### src/rtl/lmt_pkg.sv
// ---------------------------------------------------------------------------
// lmt_pkg
// types and codes shared by the lru memo table controller and datapath
// ---------------------------------------------------------------------------
package lmt_pkg;

    localparam int KEY_W   = 64;
    localparam int DATA_W  = 64;
    localparam int AGE_W   = 64;
    localparam int CNT_W   = 32;
    localparam int ENTRY_W = KEY_W + DATA_W + AGE_W;

    // request kinds
    localparam logic [1:0] KIND_LOOKUP = 2'd0;
    localparam logic [1:0] KIND_FILL   = 2'd1;
    localparam logic [1:0] KIND_CLEAR  = 2'd2;

    // result status codes
    localparam logic [1:0] STATUS_OK      = 2'd0;
    localparam logic [1:0] STATUS_IGNORED = 2'd1;
    localparam logic [1:0] STATUS_DROPPED = 2'd2;

    // configuration register indexes
    localparam logic CFG_MAX_ENTRIES = 1'b0;
    localparam logic CFG_NO_EVICTION = 1'b1;

    typedef enum logic [1:0] {
        SCAN_LOOKUP,
        SCAN_OLDEST,
        SCAN_SHIFT
    } t_scan_mode;

    typedef struct packed {
        logic [KEY_W-1:0]  key;
        logic [DATA_W-1:0] value;
        logic [AGE_W-1:0]  age;
    } t_entry;

    typedef struct packed {
        logic       latch;
        logic       scan_init;
        logic       scan_from_best;
        logic       scan_run;
        t_scan_mode scan_mode;
        logic       append;
        logic       vt_dec;
        logic       serial_inc;
        logic       hit_wb;
        logic       miss_inc;
        logic       clear;
        logic       set_status;
        logic [1:0] status_code;
    } t_lmt_cmd;

    typedef struct packed {
        logic [1:0] kind;
        logic       no_evict;
        logic       limit_zero;
        logic       full;
        logic       vt_zero;
        logic       over_limit;
        logic       scan_done;
        logic       match;
        logic       keep_new;
    } t_lmt_stat;

endpackage

### src/rtl/lmt_ctrl.sv
// ---------------------------------------------------------------------------
// lmt_ctrl
// request sequencer: lookup scan, append, oldest search and shift-down
// ---------------------------------------------------------------------------
module lmt_ctrl (
    input  logic               i_clk,
    input  logic               i_rst_n,
    input  logic               i_start,
    input  lmt_pkg::t_lmt_stat i_stat,
    output lmt_pkg::t_lmt_cmd  o_cmd,
    output logic               o_busy,
    output logic               o_result_valid
);

    import lmt_pkg::*;

    typedef enum logic [3:0] {
        S_IDLE,
        S_DECODE,
        S_LK_SCAN,
        S_LK_HIT,
        S_FL_APPEND,
        S_FL_CHECK,
        S_EV_SCAN,
        S_EV_CHECK,
        S_SH_RUN
    } t_state;

    t_state   r_state, n_state;
    logic     r_busy, n_busy;
    logic     r_done, n_done;
    logic     r_full_path, n_full_path;
    t_lmt_cmd cmd;

    always_comb begin
        n_state     = r_state;
        n_busy      = r_busy;
        n_done      = 1'b0;
        n_full_path = r_full_path;
        cmd         = '0;
        case (r_state)
            S_IDLE: begin
                if (i_start) begin
                    cmd.latch = 1'b1;
                    n_state   = S_DECODE;
                    n_busy    = 1'b1;
                end
            end
            S_DECODE: begin
                n_full_path = 1'b0;
                case (i_stat.kind)
                    KIND_LOOKUP: begin
                        if (i_stat.vt_zero) begin
                            cmd.miss_inc = 1'b1;
                            n_state      = S_IDLE;
                            n_busy       = 1'b0;
                            n_done       = 1'b1;
                        end else begin
                            cmd.scan_init = 1'b1;
                            n_state       = S_LK_SCAN;
                        end
                    end
                    KIND_FILL: begin
                        if (i_stat.no_evict) begin
                            if (i_stat.full) begin
                                cmd.set_status  = 1'b1;
                                cmd.status_code = STATUS_DROPPED;
                                n_state         = S_IDLE;
                                n_busy          = 1'b0;
                                n_done          = 1'b1;
                            end else begin
                                cmd.serial_inc = 1'b1;
                                n_state        = S_FL_APPEND;
                            end
                        end else if (i_stat.limit_zero) begin
                            cmd.set_status  = 1'b1;
                            cmd.status_code = STATUS_IGNORED;
                            n_state         = S_IDLE;
                            n_busy          = 1'b0;
                            n_done          = 1'b1;
                        end else begin
                            cmd.serial_inc = 1'b1;
                            if (i_stat.full) begin
                                // new entry competes with the old ones before any shift
                                n_full_path   = 1'b1;
                                cmd.scan_init = 1'b1;
                                n_state       = S_EV_SCAN;
                            end else begin
                                n_state = S_FL_APPEND;
                            end
                        end
                    end
                    KIND_CLEAR: begin
                        cmd.clear = 1'b1;
                        n_state   = S_IDLE;
                        n_busy    = 1'b0;
                        n_done    = 1'b1;
                    end
                    default: begin
                        n_state = S_IDLE;
                        n_busy  = 1'b0;
                        n_done  = 1'b1;
                    end
                endcase
            end
            S_LK_SCAN: begin
                cmd.scan_run  = 1'b1;
                cmd.scan_mode = SCAN_LOOKUP;
                if (i_stat.match) begin
                    n_state = S_LK_HIT;
                end else if (i_stat.scan_done) begin
                    cmd.miss_inc = 1'b1;
                    n_state      = S_IDLE;
                    n_busy       = 1'b0;
                    n_done       = 1'b1;
                end
            end
            S_LK_HIT: begin
                cmd.hit_wb     = 1'b1;
                cmd.serial_inc = 1'b1;
                n_state        = S_IDLE;
                n_busy         = 1'b0;
                n_done         = 1'b1;
            end
            S_FL_APPEND: begin
                cmd.append = 1'b1;
                n_state    = S_FL_CHECK;
            end
            S_FL_CHECK: begin
                if (!r_full_path && !i_stat.no_evict && i_stat.over_limit) begin
                    cmd.scan_init = 1'b1;
                    n_state       = S_EV_SCAN;
                end else begin
                    n_state = S_IDLE;
                    n_busy  = 1'b0;
                    n_done  = 1'b1;
                end
            end
            S_EV_SCAN: begin
                cmd.scan_run  = 1'b1;
                cmd.scan_mode = SCAN_OLDEST;
                if (i_stat.scan_done) begin
                    n_state = S_EV_CHECK;
                end
            end
            S_EV_CHECK: begin
                if (r_full_path && i_stat.keep_new) begin
                    n_state = S_IDLE;
                    n_busy  = 1'b0;
                    n_done  = 1'b1;
                end else begin
                    cmd.scan_init      = 1'b1;
                    cmd.scan_from_best = 1'b1;
                    n_state            = S_SH_RUN;
                end
            end
            S_SH_RUN: begin
                cmd.scan_run  = 1'b1;
                cmd.scan_mode = SCAN_SHIFT;
                if (i_stat.scan_done) begin
                    cmd.vt_dec = 1'b1;
                    if (r_full_path) begin
                        n_state = S_FL_APPEND;
                    end else begin
                        n_state = S_IDLE;
                        n_busy  = 1'b0;
                        n_done  = 1'b1;
                    end
                end
            end
            default: begin
                n_state = S_IDLE;
                n_busy  = 1'b0;
            end
        endcase
    end

    always_ff @(posedge i_clk) begin
        if (!i_rst_n) begin
            r_state     <= S_IDLE;
            r_busy      <= 1'b0;
            r_done      <= 1'b0;
            r_full_path <= 1'b0;
        end else begin
            r_state     <= n_state;
            r_busy      <= n_busy;
            r_done      <= n_done;
            r_full_path <= n_full_path;
        end
    end

    assign o_cmd          = cmd;
    assign o_busy         = r_busy;
    assign o_result_valid = r_done;

endmodule

### config.mk
export PLATFORM = sky130hd
export DESIGN_NAME = lmt_ctrl
export DESIGN_NICKNAME = d
export VERILOG_FILES = /design/src/rtl/lmt_pkg.sv /design/src/rtl/lmt_ctrl.sv
export SDC_FILE = /design/constraint.sdc
export NUM_CORES = 1
export LEC_CHECK = 0
export ABC_AREA = 1
export BUFFER_PORTS_ARGS = -buffer_cell sky130_fd_sc_hd__clkbuf_2
export CORE_MARGIN = 1
export CORE_UTILIZATION = 45
export CTS_CLUSTER_DIAMETER = 200
export CTS_CLUSTER_SIZE = 8
export DETAILED_ROUTE_END_ITERATION = 6
export GPL_TIMING_DRIVEN = 0
export PLACE_DENSITY_LB_ADDON = 0.08
export SYNTH_ARGS = -nofsm -noshare
export SYNTH_HDL_FRONTEND = slang
export SYNTH_SLANG_ARGS = --single-unit
### constraint.sdc
create_clock -name i_clk -period 1.5 [get_ports i_clk]
set_input_delay 0.225 -clock i_clk [delete_from_list [all_inputs] [get_ports i_clk]]
set_output_delay 0.225 -clock i_clk [all_outputs]
set_load 0.05 [all_outputs]
==> summary.txt <==
Power
  • Total Power: 639 uW
  • Internal power: 395 uW
  • Peak VDD IR: 607 uV
  • Leak Pwr: 0.626 nW
  • Pwr dens: 559 nW/um2
  • Clk pwr share: 25.3%
  • Combinational power share: 41.9%
  • Seq pwr share: 32.8%
  • Sw Pwr: 244 uW
  • Sw Share: 38.2%

Final layout
  • Share of post-route cells with drive strength above 1: 49.7%
  • Commonest cells after routing, fill and taps aside: nand2_1, inv_1, nor2_1
  • Sequential Area: 148 um2
  • Synth-to-Final Area Change: 67.7%
  • Multi-input gate area: 552 um2
  • Fin nets: 177
  • Fin util: 84.7%
  • Fill cells: 81
  • Ant diodes: 0
  • Commonest non-fill, non-tap cell in the layout: nand2_1

Synth
  • Synthesized area per cell: 5.54 um2
  • Yosys warns: 0
  • Flops & latches, synth: 7
  • Mapped cell area: 682 um2
  • Distinct cell type count after synthesis: 20
  • Post-synthesis sequential area ratio: 20.6%
  • Gate Count Post-Synth: 123
  • Syn_nets: 136

STA
  • Final Hold Violating Endpoints: 0
  • Fin crit period: 1650 ps
  • Min Hold Slack: 205 ps
  • Endpoints failing setup: 8
  • Tcrit/Tclk final: 110%
  • Setup TNS: -646 ps
  • Clk_skew: 5.52 ps
  • Max-slew violations: 0
  • Max Freq: 605 MHz
  • Slew margin rel.: 76.3%
  • Setup slack after layout: -152 ps
  • RSZ-0062 raised after global routing: yes
  • Transition time of the tightest slew-check pin: 354 ps

Setup path
  • Slowest-stage cell, CP: dfxtp_2
  • CP max stage delay: 340 ps
  • Crit path launch type: flip-flop
  • Worst R2R Start: r_state[2]$_SDFFE_PN0P_
  • Critical path's top delay family: buffers and inverters
  • Critical Path Fanout Max: 4
  • Reg2reg end: o_busy$_SDFFE_PN0P_
  • Worst R2R Setup Slack: 140 ps
  • Critical path cell sequence: nor2_4, buf_4, inv_1, nor2_2, inv_2, nor2_4, buf_8
  • Critical path class: reg2out
  • Critical path buffers and inverters: 4
  • Data required time of the worst path: 1270 ps
  • CP most frequent cell: nor2_4
  • Crit path from: r_state[2]$_SDFFE_PN0P_
  • Worst path depth: 7
  • Cells on worst reg2reg path: 9
  • Critical path capture point: o_cmd[14]
  • CP endpoint kind: output port
  • Critical path arrival: 1430 ps

Detailed routing
  • Vias per cell: 5.34
  • Post-route DRC violation count: 0
  • Antenna viol nets, final: 0
  • Routed WL: 2240 um
  • Initial DRC count: 33
  • Total number of vias: 951
  • Avg WL per Cell: 12.6 um
  • Pre-antenna DRT Iters: 4

Run
  • Max-Cap Viols: 0

Global routing
  • GRT Overall Usage: 26.7%
  • Number of global-route vias before repair: 743
  • Met2 global-route usage: 49.2%
  • First-pass GRT wire length: 2910 um
  • GR Layer Usage met3: 5.43%
  • GRT Max-Usage Layer: met2
  • Initial antenna violation count: 0
  • Met1 Use GR: 30.1%
  • Largest net degree at the start of global routing: 8
  • Global route total overflow: 0

Clock tree
  • CTS clock-pin slew for the worst setup and hold paths: 50 ps
  • CTS buffer count: 3
  • Sink Count: 7
  • Htree depth: 1
  • CTS tree: yes
  • Worst-Skew Late Latency: 240 ps
  • Worst-case clock buffer depth: 2
  • CTS root buf: clkbuf_4

Floorplan
  • Top Ports: 30
  • Die Ht: 40.9 um
  • Width of the die: 40.9 um
  • Core Area: 1350 um2
  • Cell row count: 13
  • Die area: 1670 um2
  • Initial Util: 50.5%

Place
  • Routability congestion estimate: 0.913
  • Pre-CTS setup slack: -246 ps
  • HPWL Detailed: 1460 um
  • I/O Buffers: 29

Min path
  • Hold Crit Class: in2reg

Outcome
  • Status: finished, violations left
  • Failing checks: setup timing
[cell families (layout without fill, tap and decap cells)]
group / after synthesis / count (layout) / share of synthesized area [%]
buffers and inverters: 22 / 62 / 12.1
AOI/OAI and AO/OA: 12 / 12 / 10.3
DFF: 7 / 7 / 20.5
and+or+nand+nor: 82 / 82 / 57.1
[synth_stat cells, drive strengths merged]
cell type	number	share of area, %
nand2	32	21
nor2	31	20
inv	22	12
nand3	14	12
dfxtp	7	21
o21ai	6	5.0
a21oi	5	4.2
nand4	3	2.8
nor3b	1	1.1
o21a	1	1.1
or2	1	0.92
[flip-flops by register name, indices dropped and copies added, names as in the netlist]
signal,cells
o_busy,1
o_result_valid,1
r_state,4
r_full_path,1
[repair_timing]
item,in CTS,in global routing
pin swaps,3,0
resized for setup,39,30
hold buffers,0,0
setup endpoints to repair,14,15
setup buffers,5,2
[how the worst min path moves through the flow]
stage	start	to	slack, ps	depth (start not counted)
final	i_rst_n	o_busy$_SDFFE_PN0P_	210	3
after global routing	i_rst_n	o_busy$_SDFFE_PN0P_	200	3
after CTS	i_rst_n	o_busy$_SDFFE_PN0P_	200	3
after detailed placement	i_rst_n	o_busy$_SDFFE_PN0P_	460	3
after global placement	i_rst_n	o_busy$_SDFFE_PN0P_	450	3
after floorplan	i_rst_n	o_busy$_SDFFE_PN0P_	350	2
[per-stage QoR]
stage               cell area [um2]  std cells
CTS                            1070        176
detailed placement              878        167
finish                         1140        178
global route                   1140        178
floorplan                       714        123
global placement                878        167
[metal layers]
| layer | wire length [um] | vias to the layer above |
|---|---|---|
| met5 | 0 | - |
| met2 | 1110 | 47 |
| met3 | 113 | 12 |
| met1 | 920 | 425 |
| met4 | 98 | 0 |
| li1 | - | 467 |
[power groups by stage]
stage | combinational (mW) | clock [mW] | sequential, mW
final | 0.268 | 0.162 | 0.210
after global routing | 0.290 | 0.190 | 0.211
after CTS | 0.240 | 0.163 | 0.210
after detailed placement | 0.198 | 0 | 0.210
after global placement | 0.193 | 0 | 0.210
after floorplan | 0.126 | 0 | 0.230
[layout make-up]
type / instances / share of cell area (%)
well taps: 15 / 1.64
inverters: 22 / 7.44
flip-flops and latches: 7 / 12.9
repair buffers: 36 / 27.5
multi-input cells: 94 / 48.2
clock buffers: 4 / 2.30
[worst register-to-register path: stages, from the launching register on]
cell,delay (ps)
dfxtp_2,340
nor2_4,170
nand3_4,120
buf_4,170
nor2_1,170
nor2_1,80
nand3_1,80
nand2_1,50
inv_1,40
nor2_1,30
(Power assumes the default switching activity.)
